[src/sv/ctks_pkg.sv]
// Package for the capacitive touch keys and slider unit.
// Shared types, codes and default sizes; no dependencies.
package ctks_pkg;

    // Default sizes
    localparam int NUM_KEYS_DEF     = 3;
    localparam int NUM_SEGMENTS_DEF = 5;
    localparam int COUNT_BITS_DEF   = 16;

    // Fixed field widths
    localparam int REQ_W    = 2;
    localparam int LINES_W  = 8;
    localparam int CFG_W    = 16;
    localparam int CFG_IDX_W = 2;
    localparam int KEYS_W   = 3;
    localparam int SLIDER_W = 4;

    // Register reset values
    localparam logic [CFG_W-1:0] CHARGE_TICKS_RST = 16'd1000;
    localparam logic [CFG_W-1:0] ERROR_RANGE_RST  = 16'd1;
    localparam logic [CFG_W-1:0] MAX_COUNT_RST    = 16'd65535;

    // Request codes
    localparam logic [REQ_W-1:0] REQ_TICK    = 2'd0;
    localparam logic [REQ_W-1:0] REQ_MEASURE = 2'd1;
    localparam logic [REQ_W-1:0] REQ_CALIB   = 2'd2;

    // Register indexes
    localparam logic [CFG_IDX_W-1:0] CFG_CHARGE_TICKS = 2'd0;
    localparam logic [CFG_IDX_W-1:0] CFG_ERROR_RANGE  = 2'd1;
    localparam logic [CFG_IDX_W-1:0] CFG_MAX_COUNT    = 2'd2;

    typedef enum logic [1:0] {
        PH_IDLE,
        PH_CHARGE,
        PH_DISCHARGE
    } t_phase;

    // Per-cycle control from sequencer to the channel cells
    typedef struct packed {
        logic clear;    // first discharge tick follows: zero counts, arm all
        logic step;     // discharge tick: count lines still high
        logic commit;   // calibrate scan ends: latch counts as baselines
    } t_cell_ctl;

endpackage

[src/sv/cap_touch_keys_and_slider_unit.sv]
// Top level of the capacitive touch keys and slider unit.
// Depends on ctks_pkg, ctks_chan, ctks_eval.
//
//  channel  direction  handshake                 word
//  in       sink       i_in_valid / o_in_ready   i_req_type, i_sense_lines
//  out      source     o_out_valid / i_out_ready o_load_drive .. o_slider_pos
//  cfg      sink       i_cfg_we (no wait)        i_cfg_idx, i_cfg_wdata
//
// One input word is one tick of the sensing time base; every word yields one
// output word. A word is held in the input register, and its result is loaded
// into the output register as the word advances: one word per cycle, while
// the output is not stalled. Both stages advance together when the output
// register is free or being taken. Reset (synchronous, active low) returns
// the sequencer to idle, clears counts, baselines and both stage valids, and
// loads the register defaults.
module cap_touch_keys_and_slider_unit #(
    parameter int NUM_KEYS     = ctks_pkg::NUM_KEYS_DEF,
    parameter int NUM_SEGMENTS = ctks_pkg::NUM_SEGMENTS_DEF,
    parameter int COUNT_BITS   = ctks_pkg::COUNT_BITS_DEF
) (
    input  logic                             i_clk,
    input  logic                             i_rst_n,
    // input words
    input  logic                             i_in_valid,
    output logic                             o_in_ready,
    input  logic [ctks_pkg::REQ_W-1:0]       i_req_type,
    input  logic [ctks_pkg::LINES_W-1:0]     i_sense_lines,
    // result words
    output logic                             o_out_valid,
    input  logic                             i_out_ready,
    output logic                             o_load_drive,
    output logic                             o_busy_res,
    output logic                             o_result_valid,
    output logic                             o_calib_done,
    output logic [ctks_pkg::KEYS_W-1:0]      o_key_flags,
    output logic [ctks_pkg::SLIDER_W-1:0]    o_slider_pos,
    // register writes
    input  logic                             i_cfg_we,
    input  logic [ctks_pkg::CFG_IDX_W-1:0]   i_cfg_idx,
    input  logic [ctks_pkg::CFG_W-1:0]       i_cfg_wdata
);
    localparam int NUM_CH = NUM_KEYS + NUM_SEGMENTS;
    localparam int LIM_W  = (COUNT_BITS > ctks_pkg::CFG_W) ? COUNT_BITS : ctks_pkg::CFG_W;

    // ---------------- registers ----------------
    logic [ctks_pkg::CFG_W-1:0] r_charge_ticks;
    logic [ctks_pkg::CFG_W-1:0] r_err_range;
    logic [ctks_pkg::CFG_W-1:0] r_max_count;

    always_ff @(posedge i_clk) begin
        if (!i_rst_n) begin
            r_charge_ticks <= ctks_pkg::CHARGE_TICKS_RST;
            r_err_range    <= ctks_pkg::ERROR_RANGE_RST;
            r_max_count    <= ctks_pkg::MAX_COUNT_RST;
        end else if (i_cfg_we) begin
            case (i_cfg_idx)
                ctks_pkg::CFG_CHARGE_TICKS: r_charge_ticks <= i_cfg_wdata;
                ctks_pkg::CFG_ERROR_RANGE:  r_err_range    <= i_cfg_wdata;
                ctks_pkg::CFG_MAX_COUNT:    r_max_count    <= i_cfg_wdata;
                default: ;  // unmapped index: dropped
            endcase
        end
    end

    // Count limit: max_count clipped to what a counter can hold
    logic [LIM_W-1:0]      lim_cfg;
    logic [LIM_W-1:0]      lim_cap;
    logic [COUNT_BITS-1:0] limit;

    assign lim_cfg = LIM_W'(r_max_count);
    assign lim_cap = LIM_W'({COUNT_BITS{1'b1}});
    assign limit   = (lim_cfg < lim_cap) ? lim_cfg[COUNT_BITS-1:0] : lim_cap[COUNT_BITS-1:0];

    // Zero charge time behaves as one tick
    logic [ctks_pkg::CFG_W-1:0] charge_target;
    assign charge_target = (r_charge_ticks == '0) ? ctks_pkg::CFG_W'(1) : r_charge_ticks;

    // ---------------- pipeline handshake ----------------
    logic                         r_in_valid;
    logic [ctks_pkg::REQ_W-1:0]   r_req;
    logic [ctks_pkg::LINES_W-1:0] r_lines;
    logic                         r_out_valid;
    logic                         out_free;
    logic                         adv;      // input-register word is processed this edge

    assign out_free    = !r_out_valid || i_out_ready;
    assign adv         = r_in_valid && out_free;
    assign o_in_ready  = !r_in_valid || out_free;

    always_ff @(posedge i_clk) begin
        if (!i_rst_n) begin
            r_in_valid <= 1'b0;
        end else if (o_in_ready) begin
            r_in_valid <= i_in_valid;
        end
    end

    always_ff @(posedge i_clk) begin
        if (o_in_ready && i_in_valid) begin
            r_req   <= i_req_type;
            r_lines <= i_sense_lines;
        end
    end

    // ---------------- scan sequencer ----------------
    ctks_pkg::t_phase           r_phase;
    ctks_pkg::t_phase           n_phase;
    logic                       r_is_cal;
    logic [ctks_pkg::CFG_W-1:0] r_chg_cnt;
    logic [ctks_pkg::CFG_W-1:0] chg_next;
    logic                       start;
    logic                       charging;
    logic                       charge_done;
    logic                       scan_end;
    logic [NUM_CH-1:0]          run_next;
    logic [NUM_CH-1:0]          active;
    ctks_pkg::t_cell_ctl        cell_ctl;

    // Requests while a scan runs are ignored; code 3 is a plain tick
    assign start = (r_phase == ctks_pkg::PH_IDLE) &&
                   ((r_req == ctks_pkg::REQ_MEASURE) || (r_req == ctks_pkg::REQ_CALIB));
    assign charging    = start || (r_phase == ctks_pkg::PH_CHARGE);
    assign chg_next    = start ? ctks_pkg::CFG_W'(1) : (r_chg_cnt + 1'b1);
    assign charge_done = charging && (chg_next >= charge_target);
    // no channel still counting after this discharge tick
    assign scan_end    = (r_phase == ctks_pkg::PH_DISCHARGE) && (run_next == '0);

    // next state
    always_comb begin
        n_phase = r_phase;
        case (r_phase)
            ctks_pkg::PH_IDLE: begin
                if (start) begin
                    n_phase = charge_done ? ctks_pkg::PH_DISCHARGE : ctks_pkg::PH_CHARGE;
                end
            end
            ctks_pkg::PH_CHARGE: begin
                if (charge_done) begin
                    n_phase = ctks_pkg::PH_DISCHARGE;
                end
            end
            ctks_pkg::PH_DISCHARGE: begin
                if (scan_end) begin
                    n_phase = ctks_pkg::PH_IDLE;
                end
            end
            default: n_phase = ctks_pkg::PH_IDLE;
        endcase
    end

    always_ff @(posedge i_clk) begin
        if (!i_rst_n) begin
            r_phase   <= ctks_pkg::PH_IDLE;
            r_is_cal  <= 1'b0;
            r_chg_cnt <= '0;
        end else if (adv) begin
            r_phase <= n_phase;
            if (start) begin
                r_is_cal <= (r_req == ctks_pkg::REQ_CALIB);
            end
            if (charging) begin
                r_chg_cnt <= chg_next;
            end
        end
    end

    // cell controls, gated by the pipeline advance
    always_comb begin
        cell_ctl.clear  = adv && charge_done;
        cell_ctl.step   = adv && (r_phase == ctks_pkg::PH_DISCHARGE);
        cell_ctl.commit = adv && scan_end && r_is_cal;
    end

    // ---------------- channel cells ----------------
    for (genvar c = 0; c < NUM_CH; c++) begin : g_ch
        logic sense;
        if (c < ctks_pkg::LINES_W) begin : g_line
            assign sense = r_lines[c];
        end else begin : g_none
            assign sense = 1'b0;    // no sense pin: reads low
        end

        ctks_chan #(
            .COUNT_BITS (COUNT_BITS)
        ) u_chan (
            .i_clk       (i_clk),
            .i_rst_n     (i_rst_n),
            .i_ctl       (cell_ctl),
            .i_sense     (sense),
            .i_limit     (limit),
            .i_err_range (r_err_range),
            .o_run_next  (run_next[c]),
            .o_active    (active[c])
        );
    end

    logic [ctks_pkg::KEYS_W-1:0]   keys;
    logic [ctks_pkg::SLIDER_W-1:0] slider;

    ctks_eval #(
        .NUM_KEYS     (NUM_KEYS),
        .NUM_SEGMENTS (NUM_SEGMENTS)
    ) u_eval (
        .i_active (active),
        .o_keys   (keys),
        .o_slider (slider)
    );

    // ---------------- result word ----------------
    logic                          n_load;
    logic                          n_busy;
    logic                          n_rvalid;
    logic                          n_cdone;
    logic [ctks_pkg::KEYS_W-1:0]   n_keys;
    logic [ctks_pkg::SLIDER_W-1:0] n_slider;

    // outputs
    always_comb begin
        n_load   = charging;
        n_busy   = charging || ((r_phase == ctks_pkg::PH_DISCHARGE) && !scan_end);
        n_rvalid = scan_end && !r_is_cal;
        n_cdone  = scan_end && r_is_cal;
        n_keys   = n_rvalid ? keys : '0;
        n_slider = n_rvalid ? slider : '0;
    end

    logic                          r_load;
    logic                          r_busy;
    logic                          r_rvalid;
    logic                          r_cdone;
    logic [ctks_pkg::KEYS_W-1:0]   r_keys;
    logic [ctks_pkg::SLIDER_W-1:0] r_slider;

    always_ff @(posedge i_clk) begin
        if (!i_rst_n) begin
            r_out_valid <= 1'b0;
        end else if (out_free) begin
            r_out_valid <= r_in_valid;
        end
    end

    always_ff @(posedge i_clk) begin
        if (adv) begin
            r_load   <= n_load;
            r_busy   <= n_busy;
            r_rvalid <= n_rvalid;
            r_cdone  <= n_cdone;
            r_keys   <= n_keys;
            r_slider <= n_slider;
        end
    end

    assign o_out_valid    = r_out_valid;
    assign o_load_drive   = r_load;
    assign o_busy_res     = r_busy;
    assign o_result_valid = r_rvalid;
    assign o_calib_done   = r_cdone;
    assign o_key_flags    = r_keys;
    assign o_slider_pos   = r_slider;
endmodule

[src/sv/ctks_chan.sv]
// One sense channel: discharge counter, running flag and baseline.
// Depends on ctks_pkg.
module ctks_chan #(
    parameter int COUNT_BITS = ctks_pkg::COUNT_BITS_DEF
) (
    input  logic                     i_clk,
    input  logic                     i_rst_n,
    input  ctks_pkg::t_cell_ctl      i_ctl,
    input  logic                     i_sense,
    input  logic [COUNT_BITS-1:0]    i_limit,
    input  logic [ctks_pkg::CFG_W-1:0] i_err_range,
    output logic                     o_run_next,
    output logic                     o_active
);
    localparam int SUM_W = ((COUNT_BITS > ctks_pkg::CFG_W) ? COUNT_BITS : ctks_pkg::CFG_W) + 1;

    logic [COUNT_BITS-1:0] r_cnt;
    logic [COUNT_BITS-1:0] n_cnt;
    logic [COUNT_BITS-1:0] r_base;
    logic                  r_run;
    logic                  n_run;
    logic [SUM_W-1:0]      thresh;

    always_comb begin
        n_cnt = r_cnt;
        n_run = r_run;
        if (i_ctl.clear) begin
            n_cnt = '0;
            n_run = 1'b1;
        end else if (i_ctl.step && r_run) begin
            if (i_sense && (r_cnt < i_limit)) begin
                n_cnt = r_cnt + 1'b1;
            end
            n_run = i_sense && (n_cnt < i_limit);
        end
    end

    assign o_run_next = n_run;
    assign thresh     = SUM_W'(r_base) + SUM_W'(i_err_range);
    assign o_active   = SUM_W'(n_cnt) > thresh;

    always_ff @(posedge i_clk) begin
        if (!i_rst_n) begin
            r_cnt  <= '0;
            r_run  <= 1'b0;
            r_base <= '0;
        end else begin
            r_cnt <= n_cnt;
            r_run <= n_run;
            if (i_ctl.commit) begin
                r_base <= n_cnt;
            end
        end
    end
endmodule

[src/sv/ctks_eval.sv]
// Decodes channel activity into key flags and slider position.
// Depends on ctks_pkg.
module ctks_eval #(
    parameter int NUM_KEYS     = ctks_pkg::NUM_KEYS_DEF,
    parameter int NUM_SEGMENTS = ctks_pkg::NUM_SEGMENTS_DEF
) (
    input  logic [NUM_KEYS+NUM_SEGMENTS-1:0] i_active,
    output logic [ctks_pkg::KEYS_W-1:0]      o_keys,
    output logic [ctks_pkg::SLIDER_W-1:0]    o_slider
);
    localparam int IDX_W = (NUM_SEGMENTS > 1) ? $clog2(NUM_SEGMENTS) : 1;
    localparam int POP_W = $clog2(NUM_SEGMENTS + 1);
    localparam int POS_W = IDX_W + 2 + POP_W;

    logic [NUM_SEGMENTS-1:0] seg;
    logic [IDX_W-1:0]        lowest;
    logic [POP_W-1:0]        pop;
    logic [POS_W-1:0]        pos;

    assign seg = i_active[NUM_KEYS +: NUM_SEGMENTS];

    always_comb begin
        for (int k = 0; k < ctks_pkg::KEYS_W; k++) begin
            o_keys[k] = (k < NUM_KEYS) ? i_active[k] : 1'b0;
        end
    end

    // pos = 2*lowest + (segments active); lower ones are idle by definition
    always_comb begin
        lowest = '0;
        pop    = '0;
        for (int i = NUM_SEGMENTS - 1; i >= 0; i--) begin
            if (seg[i]) begin
                lowest = IDX_W'(i);
            end
            pop = pop + POP_W'(seg[i]);
        end
        pos = (POS_W'(lowest) << 1) + POS_W'(pop);
    end

    assign o_slider = (seg != '0) ? pos[ctks_pkg::SLIDER_W-1:0] : '0;
endmodule

[config.mk]
export PLATFORM = sky130hd
export DESIGN_NAME = cap_touch_keys_and_slider_unit
export DESIGN_NICKNAME = d
export VERILOG_FILES = /design/src/sv/ctks_pkg.sv /design/src/sv/cap_touch_keys_and_slider_unit.sv /design/src/sv/ctks_chan.sv /design/src/sv/ctks_eval.sv
export SDC_FILE = /design/constraint.sdc
export NUM_CORES = 2
export LEC_CHECK = 0
export ABC_AREA = 1
export CORE_MARGIN = 2
export CORE_UTILIZATION = 60
export CTS_CLUSTER_SIZE = 12
export DETAILED_ROUTE_END_ITERATION = 7
export DONT_BUFFER_PORTS = 1
export PLACE_DENSITY_LB_ADDON = 0.15
export SLEW_MARGIN = 20
export SYNTH_ARGS = -nofsm -noshare
export SYNTH_HDL_FRONTEND = slang
export SYNTH_SLANG_ARGS = --single-unit
[constraint.sdc]
create_clock -name i_clk -period 8.7 [get_ports i_clk]
set_clock_uncertainty 0.1 [all_clocks]
set_input_delay 0 -clock i_clk [delete_from_list [all_inputs] [get_ports i_clk]]
set_output_delay 0 -clock i_clk [all_outputs]
set_load 0.005 [all_outputs]
==> out/results.txt <==
In the post-synthesis netlist, the biggest area contributors are sky130_fd_sc_hd__dfxtp_1 (21%), sky130_fd_sc_hd__ha_1 (20%), sky130_fd_sc_hd__nand2_1 (11%). The worst path meets setup with 0.897 ns of slack. The ratio of total power to cell area came out at 119 nW/um2. The first routing iteration left 2168 violations. The floorplan step set the die width to 233 um. The share of the Yosys chip area taken by registers is 23.3%. The worst setup path is launched from a register.

The number of nets in the layout is 5207, and the maximum number of pins on one net before global-route repair is 197. STA puts the critical path data required time at 8.94 ns. The wire-length estimate of the detail-placed layout is 65800 um. Arrival time of data at the critical path endpoint: 8.04 ns. Counting flops with a built-in enable in the synthesized netlist gives 21. The share of flip-flops with an asynchronous set or reset was 0%; the number of setup violations in the final report was 0. The utilization after layout is 66.4%, and the fraction of final layout cells with drive strength greater than 1 is 3.88%. Total net switching power: 1.12 mW.

The post-synthesis sequential element count works out to 354. TritonCTS built the clock tree. The clock edge transition at the registers on the reported setup and hold paths was 0.06 ns; the number of clock sinks was 354. The post-synthesis cell count was 4624; the remaining number of nets flagged by the antenna check after routing was 0. The cell depth of the worst flop-to-flop path is 40.

The achievable frequency was 128 MHz; the final wirelength was 88600 um. Setup repair after global routing left no endpoint under its margin. Dividing the detail-routed wire length by the instance count gives 16.5 um. The y dimension of the die is 233 um, and the count of input and output buffers is 0.

The synthesis warning total came out at 0. The number of cells on the worst hold path was 4. Footprint of the multi-input gates: 21000 um2. Counting tap cells, the placed design contains a total of 5237 instances. Buffers added to address setup during post-CTS repair amount to 0. Net switching is 27.6% of the power.

Dividing the synthesized area by the synthesized cell count gives 6.78 um2. The reg-to-reg startpoint was r_chg_cnt[2]. The tools report the number of global-route vias before repair as 27524. The time the worst path needs with I/O delays and setup came out at 7.80 ns. The highest net fanout along the worst path is 25. For this run, the detailed router's first-pass iteration total came to 6.

STA classifies the critical path endpoint as a register. The top cell type by total area after synthesis was sky130_fd_sc_hd__dfxtp_1. For this block, the via count after detailed routing is 29525. CTS root buffer: sky130_fd_sc_hd__clkbuf_16. Critical setup path kind: register to register.

For the number of antenna violations at the first check in global routing, the log shows 4. The clock passes through at most 3 buffers. The tool flagged a number of max-cap violations equal to 0. Delay contributed by the slowest stage of the critical path: 0.51 ns. In this run, the combinational gates consume 11.8% of the power. The proportion of netlist area held by the largest area contributor works out to 21.3%. The worst setup timing slack at the placement stage was 0.917 ns; the initial cell density of the core was 60.8%. The internal power contribution came out at 2.94 mW. The final-report hold violation count is 0, and the overall die area is 54100 um2. The share of total power dissipated in the clock network is 46.5%. The post-synthesis net count came out at 5170. After detailed routing, the number of remaining DRC violations is 0.

Per report_power, the sequential group accounts for 41.7% of the total. The number of buffers added by the clock tree synthesis step is 43, and the final-layout fill cell count is 4677. Global routing used 32.8% of the available tracks.

I/O pin count: 46. The run finished with clean final reports. Wire length of the first global-routing pass: 142000 um. At the pin with the least slew margin, the transition time is 1.21 ns. The tools report the worst hold path endpoint as o_out_valid. In the finished design, the share of the clock period the worst path needs comes to 89.7%. The logs give 51500 um2 for the core area and 0 for the total congestion overflow after global routing. The cell with the most instances on the worst path was sky130_fd_sc_hd__nor2_1.

IR analysis of the VDD net gives a maximum drop of 0.164 mV. The worst hold path begins at i_out_ready. For the count of distinct cell types in the synthesized netlist, the log shows 50. The non-filler instance count after layout is 5379. In this run the tightest slew margin relative to its limit is 19.2%.

After floorplanning, the core was divided into 83 placement rows. In the final layout, flip-flops and latches occupy 7300 um2. The run gives 0 as the count of pins over their slew limit. In the final timing run, aggregate negative setup slack is 0 ns. The detailed-route vias per instance is 5.49. In this run the static leakage power is 17.6 nW. The tools report the netlist area before placement as 31300 um2.

The path class of the tightest hold or removal check is input pin to register. The slowest stage of the critical path is the sky130_fd_sc_hd__fa_1 cell. At the later pin of the worst-skew pair, clock insertion delay measures 0.60 ns. The synthesis-to-layout area growth was 9.10%. The internal reg-to-reg setup slack was 0.90 ns; the deepest level of the CTS H-tree was 2. Routability-driven placement finished with a final weighted congestion of 0.927.

The endpoint identified for the worst register-to-register timing path is o_slider_pos[3]. In the synthesized netlist the dominant register cell turns out to be sky130_fd_sc_hd__dfxtp_1.
[cells in the mapped netlist, types with 6 or more instances]
cell type	number
sky130_fd_sc_hd__clkinv_1	7
sky130_fd_sc_hd__or2_2	12
sky130_fd_sc_hd__xor2_1	182
sky130_fd_sc_hd__nor4_1	73
sky130_fd_sc_hd__o21ai_0	187
sky130_fd_sc_hd__buf_6	13
sky130_fd_sc_hd__inv_1	639
sky130_fd_sc_hd__dfxtp_1	333
sky130_fd_sc_hd__o21bai_1	55
sky130_fd_sc_hd__nand4_1	40
sky130_fd_sc_hd__fa_1	11
sky130_fd_sc_hd__a211oi_1	33
sky130_fd_sc_hd__clkbuf_1	86
sky130_fd_sc_hd__a21o_1	7
sky130_fd_sc_hd__edfxtp_1	21
sky130_fd_sc_hd__nor3_1	186
sky130_fd_sc_hd__o31ai_1	6
sky130_fd_sc_hd__o221ai_1	8
sky130_fd_sc_hd__nor2_1	666
sky130_fd_sc_hd__buf_1	9
sky130_fd_sc_hd__nand2_1	921
sky130_fd_sc_hd__buf_2	18
sky130_fd_sc_hd__o211ai_1	62
sky130_fd_sc_hd__xnor2_1	34
sky130_fd_sc_hd__nand2_2	12
sky130_fd_sc_hd__a21oi_1	305
sky130_fd_sc_hd__inv_2	8
sky130_fd_sc_hd__ha_1	502
sky130_fd_sc_hd__nand3_1	143
[layout by cell type (no fill, tap or decap), types with 55 or more instances in the layout]
cell type | netlist | final
sky130_fd_sc_hd__ha_1 | 502 | 502
sky130_fd_sc_hd__o21ai_0 | 187 | 187
sky130_fd_sc_hd__nor2_1 | 666 | 666
sky130_fd_sc_hd__dlygate4sd3_1 | 0 | 58
sky130_fd_sc_hd__o211ai_1 | 62 | 62
sky130_fd_sc_hd__nand3_1 | 143 | 143
sky130_fd_sc_hd__nor3_1 | 186 | 186
sky130_fd_sc_hd__nor4_1 | 73 | 73
sky130_fd_sc_hd__inv_1 | 639 | 638
sky130_fd_sc_hd__a21oi_1 | 305 | 305
sky130_fd_sc_hd__o21bai_1 | 55 | 55
sky130_fd_sc_hd__xor2_1 | 182 | 182
sky130_fd_sc_hd__nand2_1 | 921 | 920
sky130_fd_sc_hd__buf_4 | 2 | 59
sky130_fd_sc_hd__dfxtp_1 | 333 | 333
[through the flow]
stage	area [um2]	total power, mW	hold slack [ns]
6_report	34200	4.06	0.0638
5_1_grt	34200	4.20	0.0937
4_1_cts	34200	4.08	0.0153
3_5_place_dp	32100	2.16	-0.00107
3_3_place_gp	32100	2.15	-0.00108
2_1_floorplan	31300	2.01	-0.00113
[flip-flops by register name, summed over array words and instances, names as in the netlist]
register	count
o_result_valid	1
r_phase	2
r_is_cal	1
o_key_flags	3
g_ch.u_chan.r_run	8
g_ch.u_chan.r_cnt	128
r_chg_cnt	16
o_out_valid	1
r_req	2
r_charge_ticks	16
r_err_range	16
r_lines	8
g_ch.u_chan.r_base	128
o_calib_done	1
r_in_valid	1
o_slider_pos	4
o_load_drive	1
o_busy_res	1
lim_cfg	16
[how the worst max path moves through the flow]
stage | start | endpoint
after detailed placement | r_chg_cnt[2] | o_slider_pos[3]
after global routing | r_chg_cnt[2] | o_slider_pos[3]
after global placement | r_chg_cnt[0] | o_slider_pos[3]
final | r_chg_cnt[2] | o_slider_pos[3]
after floorplan | r_chg_cnt[2] | o_slider_pos[3]
after CTS | r_chg_cnt[2] | o_slider_pos[3]
[worst max-delay path: cells and delay by family (launching register included)]
kind	cells	cell delay [ns]
AO/OA/AOI/OAI	5	0.84
XOR/XNOR	1	0.19
adder cells (fa/ha/maj)	8	2.57
buffers and inverters	7	0.49
flip-flops	1	0.36
AND/OR/NAND/NOR	19	2.92
[kinds of logic (layout without fill, tap and decap cells)]
logic type               after synthesis  count (layout)  share of synthesized area [%]
AO/OA/AOI/OAI                        690             690                           12.7
XOR/XNOR                             216             216                           6.04
adder cells (fa/ha/maj)              513             513                           20.7
buffers and inverters                784             856                           9.81
flip-flops                           354             354                           23.3
other                                  0               3                              0
AND/OR/NAND/NOR                     2067            2067                           27.4
[metal layers]
layer | share of wire [%] | wire (um) | vias to the layer above | global-route usage, %
li1 | - | - | 15307 | -
met5 | 0 | 0 | - | 0
met3 | 6.4 | 5700 | 225 | 4.50
met1 | 44 | 39400 | 13119 | 42.4
met2 | 44 | 38700 | 874 | 53.9
met4 | 5.3 | 4700 | 0 | 15.9
[cell type report]
type	instances	area share (%)
flip-flops and latches	354	21.3
inverters	655	7.22
clock buffers	63	3.85
multi-input cells	3486	61.3
well taps	680	2.49
repair buffers	121	3.25
diodes	3	0.0220
clock inverters	17	0.501
[power groups by stage]
stage                     logic, mW  clock network (mW)  registers (mW)
after CTS                     0.471                1.91            1.69
after floorplan               0.300                   0            1.71
after global routing          0.533                1.97            1.69
after detailed placement      0.427                   0            1.73
after global placement        0.419                   0            1.73
final                         0.478                1.89            1.69
[timing repair]
item | CTS | global route
hold buffers | 59 | 0
resized for setup | 0 | 1
setup endpoints to repair | 0 | 1
endpoints found under the hold margin | 275 | 0
Power figures use the tool's default switching activity.
